$ cat src/sv/rmf_fifo.sv
// Small register FIFO with occupancy count.
// Used for the window queue and the result queue; no package dependency.
`timescale 1ns / 1ps

module rmf_fifo #(
  parameter int W     = 8,
  parameter int DEPTH = 4
) (
  input  logic                         clk,
  input  logic                         rst_n,
  input  logic                         push,
  input  logic [W-1:0]                 wdata,
  input  logic                         pop,
  output logic [W-1:0]                 rdata,
  output logic                         empty,
  output logic [$clog2(DEPTH+1)-1:0]   count
);

  localparam int PTR_W = (DEPTH > 1) ? $clog2(DEPTH) : 1;
  localparam int CNT_W = $clog2(DEPTH + 1);

  logic [W-1:0]     mem_r [0:DEPTH-1];
  logic [PTR_W-1:0] wr_ptr_r, wr_ptr_nxt;
  logic [PTR_W-1:0] rd_ptr_r, rd_ptr_nxt;
  logic [CNT_W-1:0] cnt_r, cnt_nxt;
  logic             do_pop;

  assign empty  = (cnt_r == '0);
  assign count  = cnt_r;
  assign rdata  = mem_r[rd_ptr_r];
  assign do_pop = pop && !empty;

  always_comb begin
    wr_ptr_nxt = wr_ptr_r;
    rd_ptr_nxt = rd_ptr_r;
    cnt_nxt    = cnt_r;
    if (push) begin
      wr_ptr_nxt = (wr_ptr_r == PTR_W'(DEPTH - 1)) ? '0 : wr_ptr_r + 1'b1;
    end
    if (do_pop) begin
      rd_ptr_nxt = (rd_ptr_r == PTR_W'(DEPTH - 1)) ? '0 : rd_ptr_r + 1'b1;
    end
    if (push && !do_pop) begin
      cnt_nxt = cnt_r + 1'b1;
    end else if (!push && do_pop) begin
      cnt_nxt = cnt_r - 1'b1;
    end
  end

  always_ff @(posedge clk) begin
    if (!rst_n) begin
      wr_ptr_r <= '0;
      rd_ptr_r <= '0;
      cnt_r    <= '0;
    end else begin
      wr_ptr_r <= wr_ptr_nxt;
      rd_ptr_r <= rd_ptr_nxt;
      cnt_r    <= cnt_nxt;
    end
  end

  always_ff @(posedge clk) begin
    if (push) begin
      mem_r[wr_ptr_r] <= wdata;
    end
  end

endmodule

$ cat config.mk
export PLATFORM = sky130hd
export DESIGN_NAME = rmf_fifo
export DESIGN_NICKNAME = d
export VERILOG_FILES = /design/src/sv/rmf_fifo.sv
export SDC_FILE = /design/constraint.sdc
export NUM_CORES = 1
export LEC_CHECK = 0
export ABC_AREA = 1
export BUFFER_PORTS_ARGS = -buffer_cell sky130_fd_sc_hd__buf_2
export CORE_ASPECT_RATIO = 1.2
export CORE_UTILIZATION = 55
export CTS_CLUSTER_SIZE = 20
export DETAILED_ROUTE_END_ITERATION = 8
export HOLD_SLACK_MARGIN = 0.03
export PLACE_DENSITY = 0.77
export SKIP_LAST_GASP = 1
export SLEW_MARGIN = 25
export SYNTH_ARGS = -nofsm -noshare
export SYNTH_HDL_FRONTEND = slang
export SYNTH_SLANG_ARGS = --single-unit
$ cat constraint.sdc
create_clock -name clk -period 1.9 [get_ports clk]
set_clock_uncertainty 0.1 [all_clocks]
set_input_delay 0.19 -clock clk [delete_from_list [all_inputs] [get_ports clk]]
set_output_delay 0.19 -clock clk [all_outputs]
set_load 0.02 [all_outputs]
==> results of run 1 <==
==> worst reg2reg max path, stage by stage (launching register included) <==
cell     delay [ns]
dfxtp_2        0.36
nor2_2         0.13
nand2_2        0.09
nand2_2        0.09
ha_1           0.17
inv_1          0.07
fa_1           0.39
inv_1          0.08
nand2_1        0.06
nand3_1        0.06
nand2_1        0.05
inv_1          0.04
nor2_1         0.03
==> sequential cells by signal, indices dropped and copies added, names as in the netlist, named ones only <==
signal / flops
rd_ptr_r: 2
count: 3
mem_r: 32
wr_ptr_r: 2
==> layout make-up <==
cell class / instances / area, um2
Clock buffer: 6 / 41.29
Timing Repair Buffer: 33 / 212.7
Tap cell: 34 / 42.54
Fill cell: 211 / 872.1
Inverter: 17 / 63.81
Multi-Input combinational cell: 80 / 449.2
Clock inverter: 2 / 12.51
Sequential cell: 41 / 1144
==> power by group through the flow <==
| stage | clock, W | sequential [W] | combinational, W |
|---|---|---|---|
| finish | 0.000417 | 0.00116 | 0.000879 |
| global route | 0.000457 | 0.00117 | 0.000967 |
| CTS | 0.000422 | 0.00115 | 0.000866 |
| detailed placement | 0 | 0.00117 | 0.000843 |
| global placement | 0 | 0.00116 | 0.000807 |
| floorplan | 0 | 0.00118 | 0.000578 |
==> cells in the final DEF, fill, tap and decap left out, drive strengths merged, types with 3 or more instances in the layout <==
cell type,count
edfxtp,32
dfxtp,9
dlygate4sd3,9
o22ai,8
ha,6
buf,24
o21ai,18
inv,19
nand2,13
a21oi,3
nor2,26
clkbuf,6
==> worst paths after layout <==
check | end | slack [ns] | cells after the start
min | rd_ptr_r[1] | 0.05 | 4
min reg2reg | count[1] | 0.43 | 2
max | rdata[3] | 0.05 | 4
max reg2reg | count[2] | 0.08 | 12
==> logic make-up (layout without fill, tap and decap cells) <==
family                     Yosys count  after routing  synth area share (%)
buffers and inverters               19             58                 5.172
DFF                                 41             41                 68.37
xor gates and xnor gates             1              1                0.5248
and+or+nand+nor                     43             43                 10.49
adders and majority gates            7              7                 5.697
AOI/OAI and AO/OA                   29             29                 9.745
==> through the flow <==
step	util, %	setup TNS, ns	setup slack, ns
6_report	69.27	0	0.05276
5_1_grt	69.27	-0.05394	-0.05394
4_1_cts	69.05	0	0.01028
3_5_place_dp	63.84	0	0.003553
3_3_place_gp	63.84	0	0.1626
2_1_floorplan	-	0	0.08026
==> per-layer routing <==
metal / track usage (%) / vias to the layer above / routed length [um]
li1: - / 560 / -
met1: 19.52 / 535 / 1030
met2: 34.02 / 35 / 1512
met3: 6.373 / 11 / 150
met4: 13.49 / 0 / 99
met5: 0 / - / 0
==> what timing repair did <==
| action | in CTS | in global routing |
|---|---|---|
| endpoints found under the hold margin | 41 | 0 |
| resized for setup | 2 | 5 |
| endpoints found under the setup margin | 1 | 6 |
| gates cloned | 0 | 0 |
| hold buffers | 9 | 0 |
==> out/metrics.yaml, run 1 <==
cts:
  cts_tree: "yes"
  clock-root-buffer: "clkbuf_4"
  numClockSinks: 41
  clk_pin_slew_ns: 0.11
  clockBufferDepth: 2
  cts_htree_levels: 2
  cts_buffers: 5
  clock_latency_ns: 0.35
  postCtsSetupBuffers: 0
logic_synthesis:
  synth_ff_type: "edfxtp_1"
  syn_nets: 159
  yosys_warnings: 0
  yosysUniqueCellTypes: 20
  synth_top_cell_area_share_pct: 57.57
  syn-cell-area_um2: 1669
  synth_seq_cells: 41
  yosysSeqAreaShare_pct: 68.37
  netlist_instances: 140
  async_flop_share_pct: 0
  synth_area_leaders: "edfxtp_1 (58%), dfxtp_1 (11%), nor2_1 (5.4%)"
  syn_avg_cell_area_um2: 11.92
  synth_common_cells: "edfxtp_1 (32), nor2_1 (24), inv_1 (16)"
  synth_top_cell_by_area: "edfxtp_1"
  synth_most_common_cell: "edfxtp_1"
  synth_edf_count: 32
sta:
  finalSetupViolCount: 0
  rsz0062_at_grt: "yes"
  drv_slew: 0
  worst_pin_slew_ns: 0.3626
  timing.hold.ws_ns: 0.05294
  hold_violations: 0
  min_period_ns: 1.847
  fmax_ghz: 0.5413
  slew_headroom_pct: 75.80
  period_share_pct: 97.22
global_routing:
  antenna_found_initial: 0
  overflow: 0
  grt_max_degree: 17
  grt_pass1_vias: 1165
  grt_pass1_wl_um: 4554
  grt.total_usage_pct: 19.98
layout:
  n_antenna_cell: 0
  syn2layout_area_growth_pct: 17.77
  final_cells: 213
  design_area_um2: 1966
  drive_above_1_share_pct: 23.46
  nets: 197
floorplanning:
  initial_core_util_pct: 58.82
  core-area_um2: 2838
  die_x_um: 52.29
  dieArea_um2: 3260
  rows: 21
  io_pins: 24
  die_height_um: 62.35
critical_path:
  endpoint_kind: "output port"
  path_cells: "inv_2, o21ai_0, o22ai_1, buf_2"
  critical_path.max_stage_delay_ns: 0.39
  start_kind: "flip-flop"
  path_class: "reg -> out"
  slowest_stage: "dfxtp_1"
  rr_startpoint: "count[1]"
  cp_data_required_time_ns: 1.61
  path_buf_inv: 2
  worstPathMaxFanout: 16
  cp.arrival_ns: 1.56
  crit_family: "buffers and inverters"
drt:
  vias: 1141
  drtAntennaViolNets: 0
  wire_per_inst_um: 13.11
  drc_errors: 0
  dr.pass1.iters: 4
  vias_per_cell: 5.357
  wirelength_um: 2793
  first_iter_violations: 42
pwr:
  p_sw_share_pct: 37.86
  switching_power_w: 0.0009283
  power.density_nw_per_um2: 1247
  seqPwrFrac_pct: 47.1
  power_w: 0.002452
  pwr-share-comb_pct: 35.9
  p_clk_share_pct: 17.0
  leakagePower_nw: 0.8149
  p_int_w: 0.001523
  vdd_drop_max_v: 0.001020
placement:
  dp_cells: 196
  place_area_um2: 1812
  routabilityCongestion: 0.7619
  dp_hpwl_um: 1895
  numPortBuffers: 23
min_path:
  worstHoldStart: "pop"
  hold_path_class: "in -> reg"
run_status:
  status: "complete, no violations"
run:
  timing.max_cap.violations: 0
No activity file was read; power rests on OpenSTA's default activity.
==> run 2, diff against run 1 <==
Settings changed: CORE_MARGIN set to 4.
==> out/metrics.yaml, run 2 (synthesis results as in run 1) <==
critical_path:
  worstPathMaxFanout: 4
  cp.arrival_ns: 2.00
  cp_data_required_time_ns: 2.06
  start_kind: "flip-flop"
  endpoint_kind: "flip-flop"
  path_class: "reg -> reg"
layout:
  final_common_cell: "edfxtp_1"
  fill_cells: 212
  nets: 198
  regArea_um2: 1145
  largest_reg_flops: 32
  syn2layout_area_growth_pct: 19.49
  top_register: "mem_r"
  final_cell_mix: "edfxtp_1 (32), nor2_1 (24), buf_2 (23)"
  n_antenna_cell: 0
  multiInputGateArea_um2: 444.2
  drive_above_1_share_pct: 23.33
drt:
  first_iter_violations: 41
  drc_errors: 0
  vias_per_cell: 5.154
  drtAntennaViolNets: 0
  dr.pass1.iters: 4
  vias: 1103
  wire_per_inst_um: 13.31
  wirelength_um: 2848
sta:
  fin_ws_ns: 0.06801
  rsz0062_at_grt: "yes"
  slew_headroom_pct: 76.56
  min_period_ns: 1.832
  hold_violations: 0
  worst_pin_slew_ns: 0.3513
  period_share_pct: 96.42
  fmax_ghz: 0.5459
  drv_slew: 0
  finalSetupViolCount: 0
floorplanning:
  die_height_um: 68.35
  initial_core_util_pct: 58.28
  io_pins: 24
  core-area_um2: 2864
  rows: 21
  dieArea_um2: 3984
  die_x_um: 58.29
placement:
  dp_hpwl_um: 1949
  routabilityCongestion: 0.7350
  numPortBuffers: 23
  dp_slack_ns: 0.05853
global_routing:
  grt_max_degree: 17
  antenna_found_initial: 0
  overflow: 0
  grt_pass1_wl_um: 4629
  grt.total_usage_pct: 16.73
  grt_pass1_vias: 1064
pwr:
  power.density_nw_per_um2: 1290
  leakagePower_nw: 0.8257
  power_w: 0.002573
  vdd_drop_max_v: 0.0009037
min_path:
  hold_path_class: "in -> reg"
cts:
  postCtsSetupBuffers: 0
  clockBufferDepth: 2
  cts_htree_levels: 2
  cts_buffers: 5
  clock_latency_ns: 0.35
  clock-root-buffer: "clkbuf_4"
  clk_pin_slew_ns: 0.12
  cts_tree: "yes"
  numClockSinks: 41
run_status:
  status: "complete, no violations"
run:
  timing.max_cap.violations: 0
## run 2: changes by cell type in the layout (fill, tap and decap cells not counted), sizes merged
cell      change
bufinv        +1
buf           +1
clkbuf        -1
clkinvlp      +1
clkinv        +1
inv           -2
## run 2: worst paths after layout
| check | startpoint | end | slack (ns) | cells past startpoint |
|---|---|---|---|---|
| min | pop | flip-flop | 0.06 | 4 |
| max reg2reg | count[1] | count[2] | 0.07 | 12 |
| max | count[1] | count[2] | 0.07 | 12 |
| min reg2reg | wr_ptr_r[1] | wr_ptr_r[1] | 0.44 | 2 |
## run 2: what timing repair did
action,4_1_cts,5_1_grt
gates resized for setup,0,5
endpoints found under the hold margin,41,0
hold buffers,9,0
endpoints found under the setup margin,0,9
## run 2: report_power, final
group | internal, W | switching (W) | total [W] | leakage, nW
registers | 0.00107 | 0.0000929 | 0.00116 | 0.369
clock network | 0.000272 | 0.000269 | 0.000541 | 0.0389
logic | 0.000312 | 0.000560 | 0.000872 | 0.417
total | 0.00165 | 0.000922 | 0.00257 | 0.826
## run 2: worst max-delay path, stage by stage (launching register included)
cell	delay (ns)
dfxtp_2	0.36
nor2_1	0.10
nand2_1	0.12
nand2_2	0.10
ha_1	0.18
inv_1	0.07
fa_1	0.38
inv_1	0.07
nand2_1	0.06
nand3_1	0.07
nand2_1	0.05
inv_1	0.04
nor2_1	0.03
## run 2: area by class of cell
| type | count | share of cell area [%] |
|---|---|---|
| inverter | 17 | 3.200 |
| clock buffer | 5 | 1.882 |
| timing repair buffer | 34 | 11.04 |
| tap | 34 | 2.133 |
| clock inverter | 3 | 2.070 |
| multi-input combinational | 80 | 22.27 |
| sequential | 41 | 57.40 |
## run 2: layer usage
metal | vias up | GRT usage, % | routed length, um
met5 | - | 0 | 0
met1 | 508 | 16.85 | 1100
li1 | 559 | - | -
met3 | 6 | 6.226 | 151
met2 | 30 | 29.33 | 1531
met4 | 0 | 9.855 | 65
## run 2: through the flow
step	utilization, %	hold WS [ns]	cells	setup TNS (ns)	instance area (um2)
global placement	63.52	0.3011	197	0	1819
floorplan	-	0.1889	140	0	1669
finish	69.64	0.06461	214	0	1994
CTS	69.42	0.04078	214	0	1988
detailed placement	63.52	0.3059	197	0	1819
global route	69.64	0.04497	214	-0.07038	1994
==> run 3, diff against run 2 <==
Settings changed: ABC_AREA 1 to not set, CELL_PAD_IN_SITES_DETAIL_PLACEMENT set to 0, CELL_PAD_IN_SITES_GLOBAL_PLACEMENT set to 1, CORE_UTILIZATION 55 to 47, PLACE_DENSITY 0.77 to not set, PLACE_DENSITY_LB_ADDON set to 0.1.
==> out/metrics.yaml, run 3 <==
run_status:
  status: "finished with violations"
  violations: "setup timing"
cts:
  clock-root-buffer: "clkbuf_8"
  cts_buffers: 5
  numClockSinks: 41
  cts_htree_levels: 2
  clock_latency_ns: 0.28
  cts.repair.resized: 0
  clk_pin_slew_ns: 0.07
  clockBufferDepth: 2
  cts_tree: "yes"
critical_path:
  slowest_stage: "dfxtp_4"
  cp-startpoint: "count[2]"
  rr_startpoint: "count[2]"
  r2r.worst_path.cells: 7
  critical_path.max_stage_delay_ns: 0.35
  cp_data_required_time_ns: 2.01
  path_class: "reg -> reg"
  path_cells: "o31ai_4, ha_2, inv_1, fa_2, xor2_1, or3_1, a21boi_1"
  endpoint_kind: "flip-flop"
  cp.arrival_ns: 2.05
  worstPathMaxFanout: 2
  reg2reg_to: "count[2]"
  start_kind: "flip-flop"
  reg2reg_slack_ns: -0.04
min_path:
  hold_path_class: "in -> reg"
  holdPathStages: 2
  worstHoldStart: "rst_n"
  hold_end: "count[2]"
logic_synthesis:
  syn_nets: 106
  netlist_instances: 87
  syn_avg_cell_area_um2: 18.64
  synth_top_cell_by_area: "edfxtp_1"
  synth_common_cells: "edfxtp_1 (32), dfxtp_1 (9), mux4_2 (8)"
  synth_most_common_cell: "edfxtp_1"
  yosys_warnings: 0
  synth_top_cell_area_share_pct: 59.26
  yosysUniqueCellTypes: 21
  synth_seq_cells: 41
  syn-cell-area_um2: 1622
  async_flop_share_pct: 0
  synth_edf_count: 32
  synth_area_leaders: "edfxtp_1 (59%), dfxtp_1 (11%), mux4_2 (11%)"
  synth_ff_type: "edfxtp_1"
  yosysSeqAreaShare_pct: 70.37
placement:
  routabilityCongestion: 0.6856
  place_area_um2: 1826
  numPortBuffers: 23
  dp_slack_ns: -0.03152
  dp_hpwl_um: 1792
global_routing:
  overflow: 0
  grt_pass1_wl_um: 4284
  antenna_found_initial: 0
  grt_pass1_vias: 867
  grt_max_degree: 13
  grt.total_usage_pct: 13.74
sta:
  min_period_ns: 1.935
  fmax_ghz: 0.5167
  finalSetupViolCount: 1
  fin_ws_ns: -0.03528
  worst_pin_slew_ns: 0.4309
  period_share_pct: 101.9
  drv_slew: 0
  tns_ns: -0.03528
  slew_headroom_pct: 71.27
  hold_violations: 0
  rsz0062_at_grt: "yes"
floorplanning:
  rows: 23
  die_x_um: 61.62
  dieArea_um2: 4458
  initial_core_util_pct: 48.58
  io_pins: 24
  die_height_um: 72.35
  core-area_um2: 3338
drt:
  first_iter_violations: 16
  vias_per_cell: 4.918
  vias: 836
  drtAntennaViolNets: 0
  drc_errors: 0
  wire_per_inst_um: 15.34
  dr.pass1.iters: 2
  wirelength_um: 2607
layout:
  final_common_cell: "edfxtp_1"
  syn2layout_area_growth_pct: 26.08
  top_register: "mem_r"
  n_antenna_cell: 0
  nets: 151
  drive_above_1_share_pct: 39.85
  fill_cells: 271
  post-route-util_pct: 61.24
  design_area_um2: 2044
  largest_reg_flops: 32
  final_cell_mix: "edfxtp_1 (32), buf_2 (23), buf_4 (9)"
pwr:
  power.density_nw_per_um2: 1242
  vdd_drop_max_v: 0.0008597
  leakagePower_nw: 0.7698
run:
  timing.max_cap.violations: 0
-- run 3: changes by cell type in the layout (fill, tap and decap cells not counted), moves of 6 or more --
cell	delta
buf_4	+7
mux4_2	+8
nor2_1	-22
clkbuf_8	+6
inv_1	-12
o22ai_1	-8
o21ai_0	-11
nand2_1	-10
-- run 3: cells by family (layout without fill, tap and decap cells) --
logic type               count (synthesis)  count (layout)  synth area share [%]
AO/OA/AOI/OAI                            5               5                 2.700
XOR/XNOR                                 2               2                 1.080
adder cells (fa/ha/maj)                  7               7                 5.864
buffers and inverters                    5              51                 1.697
flip-flops                              41              41                 70.37
multiplexers                            11              11                 12.96
AND/OR/NAND/NOR                         16              16                 5.325
-- run 3: critical path, delay by kind of cell, from the launching register on --
kind | cells | cell delay (ns)
simple gates | 1 | 0.30
compound gates | 2 | 0.37
flops | 1 | 0.35
fa+ha+maj | 2 | 0.53
buf+inv | 1 | 0.05
xor+xnor | 1 | 0.15
-- run 3: where the power goes --
group	switching (W)	leakage (nW)	internal, W
registers	0.0000563	0.370	0.00106
logic	0.000363	0.342	0.000356
clock network	0.000276	0.0585	0.000428
total	0.000695	0.770	0.00184
-- run 3: cell type report --
cell class                 instances  area, um2  share of cell area (%)
clock buffer                       7      86.33                   4.223
inverter                           3      11.26                  0.5508
sequential                        41       1150                   56.24
tap                               37      46.29                   2.264
clock inverter                     1      30.03                   1.469
multi-input combinational         41      457.9                   22.40
timing repair buffer              40      262.8                   12.85
-- run 3: worst max path at each step --
stage	to	slack (ns)	cells after the start
6_report	count[2]	-0.04	7
5_1_grt	count[2]	-0.13	7
3_5_place_dp	count[2]	-0.03	7
4_1_cts	count[2]	-0.04	7
3_3_place_gp	count[2]	0.006	7
2_1_floorplan	count[2]	-0.07	7
-- run 3: through the flow --
step                      cells  power (W)  hold slack [ns]
after global placement      151   0.001818           0.3011
after floorplan              87   0.001617           0.1889
after detailed placement    151   0.001838           0.3137
final                       170   0.002540           0.1238
after global routing        170   0.002691           0.1293
after CTS                   168   0.002564           0.1182
-- run 3: what timing repair did --
item,in CTS,in global routing
hold buffers,8,0
endpoints found under the setup margin,1,1
pin swaps,2,2
setup buffers,1,2
endpoints found under the hold margin,32,0
-- run 3: metal layers --
layer | GRT usage, % | part of all wire, % | vias up
met3 | 4.270 | 5.6 | 5
met1 | 17.18 | 42 | 392
met2 | 21.77 | 50 | 20
met5 | 0 | 0 | -
met4 | 5.660 | 1.8 | 0
li1 | - | - | 419
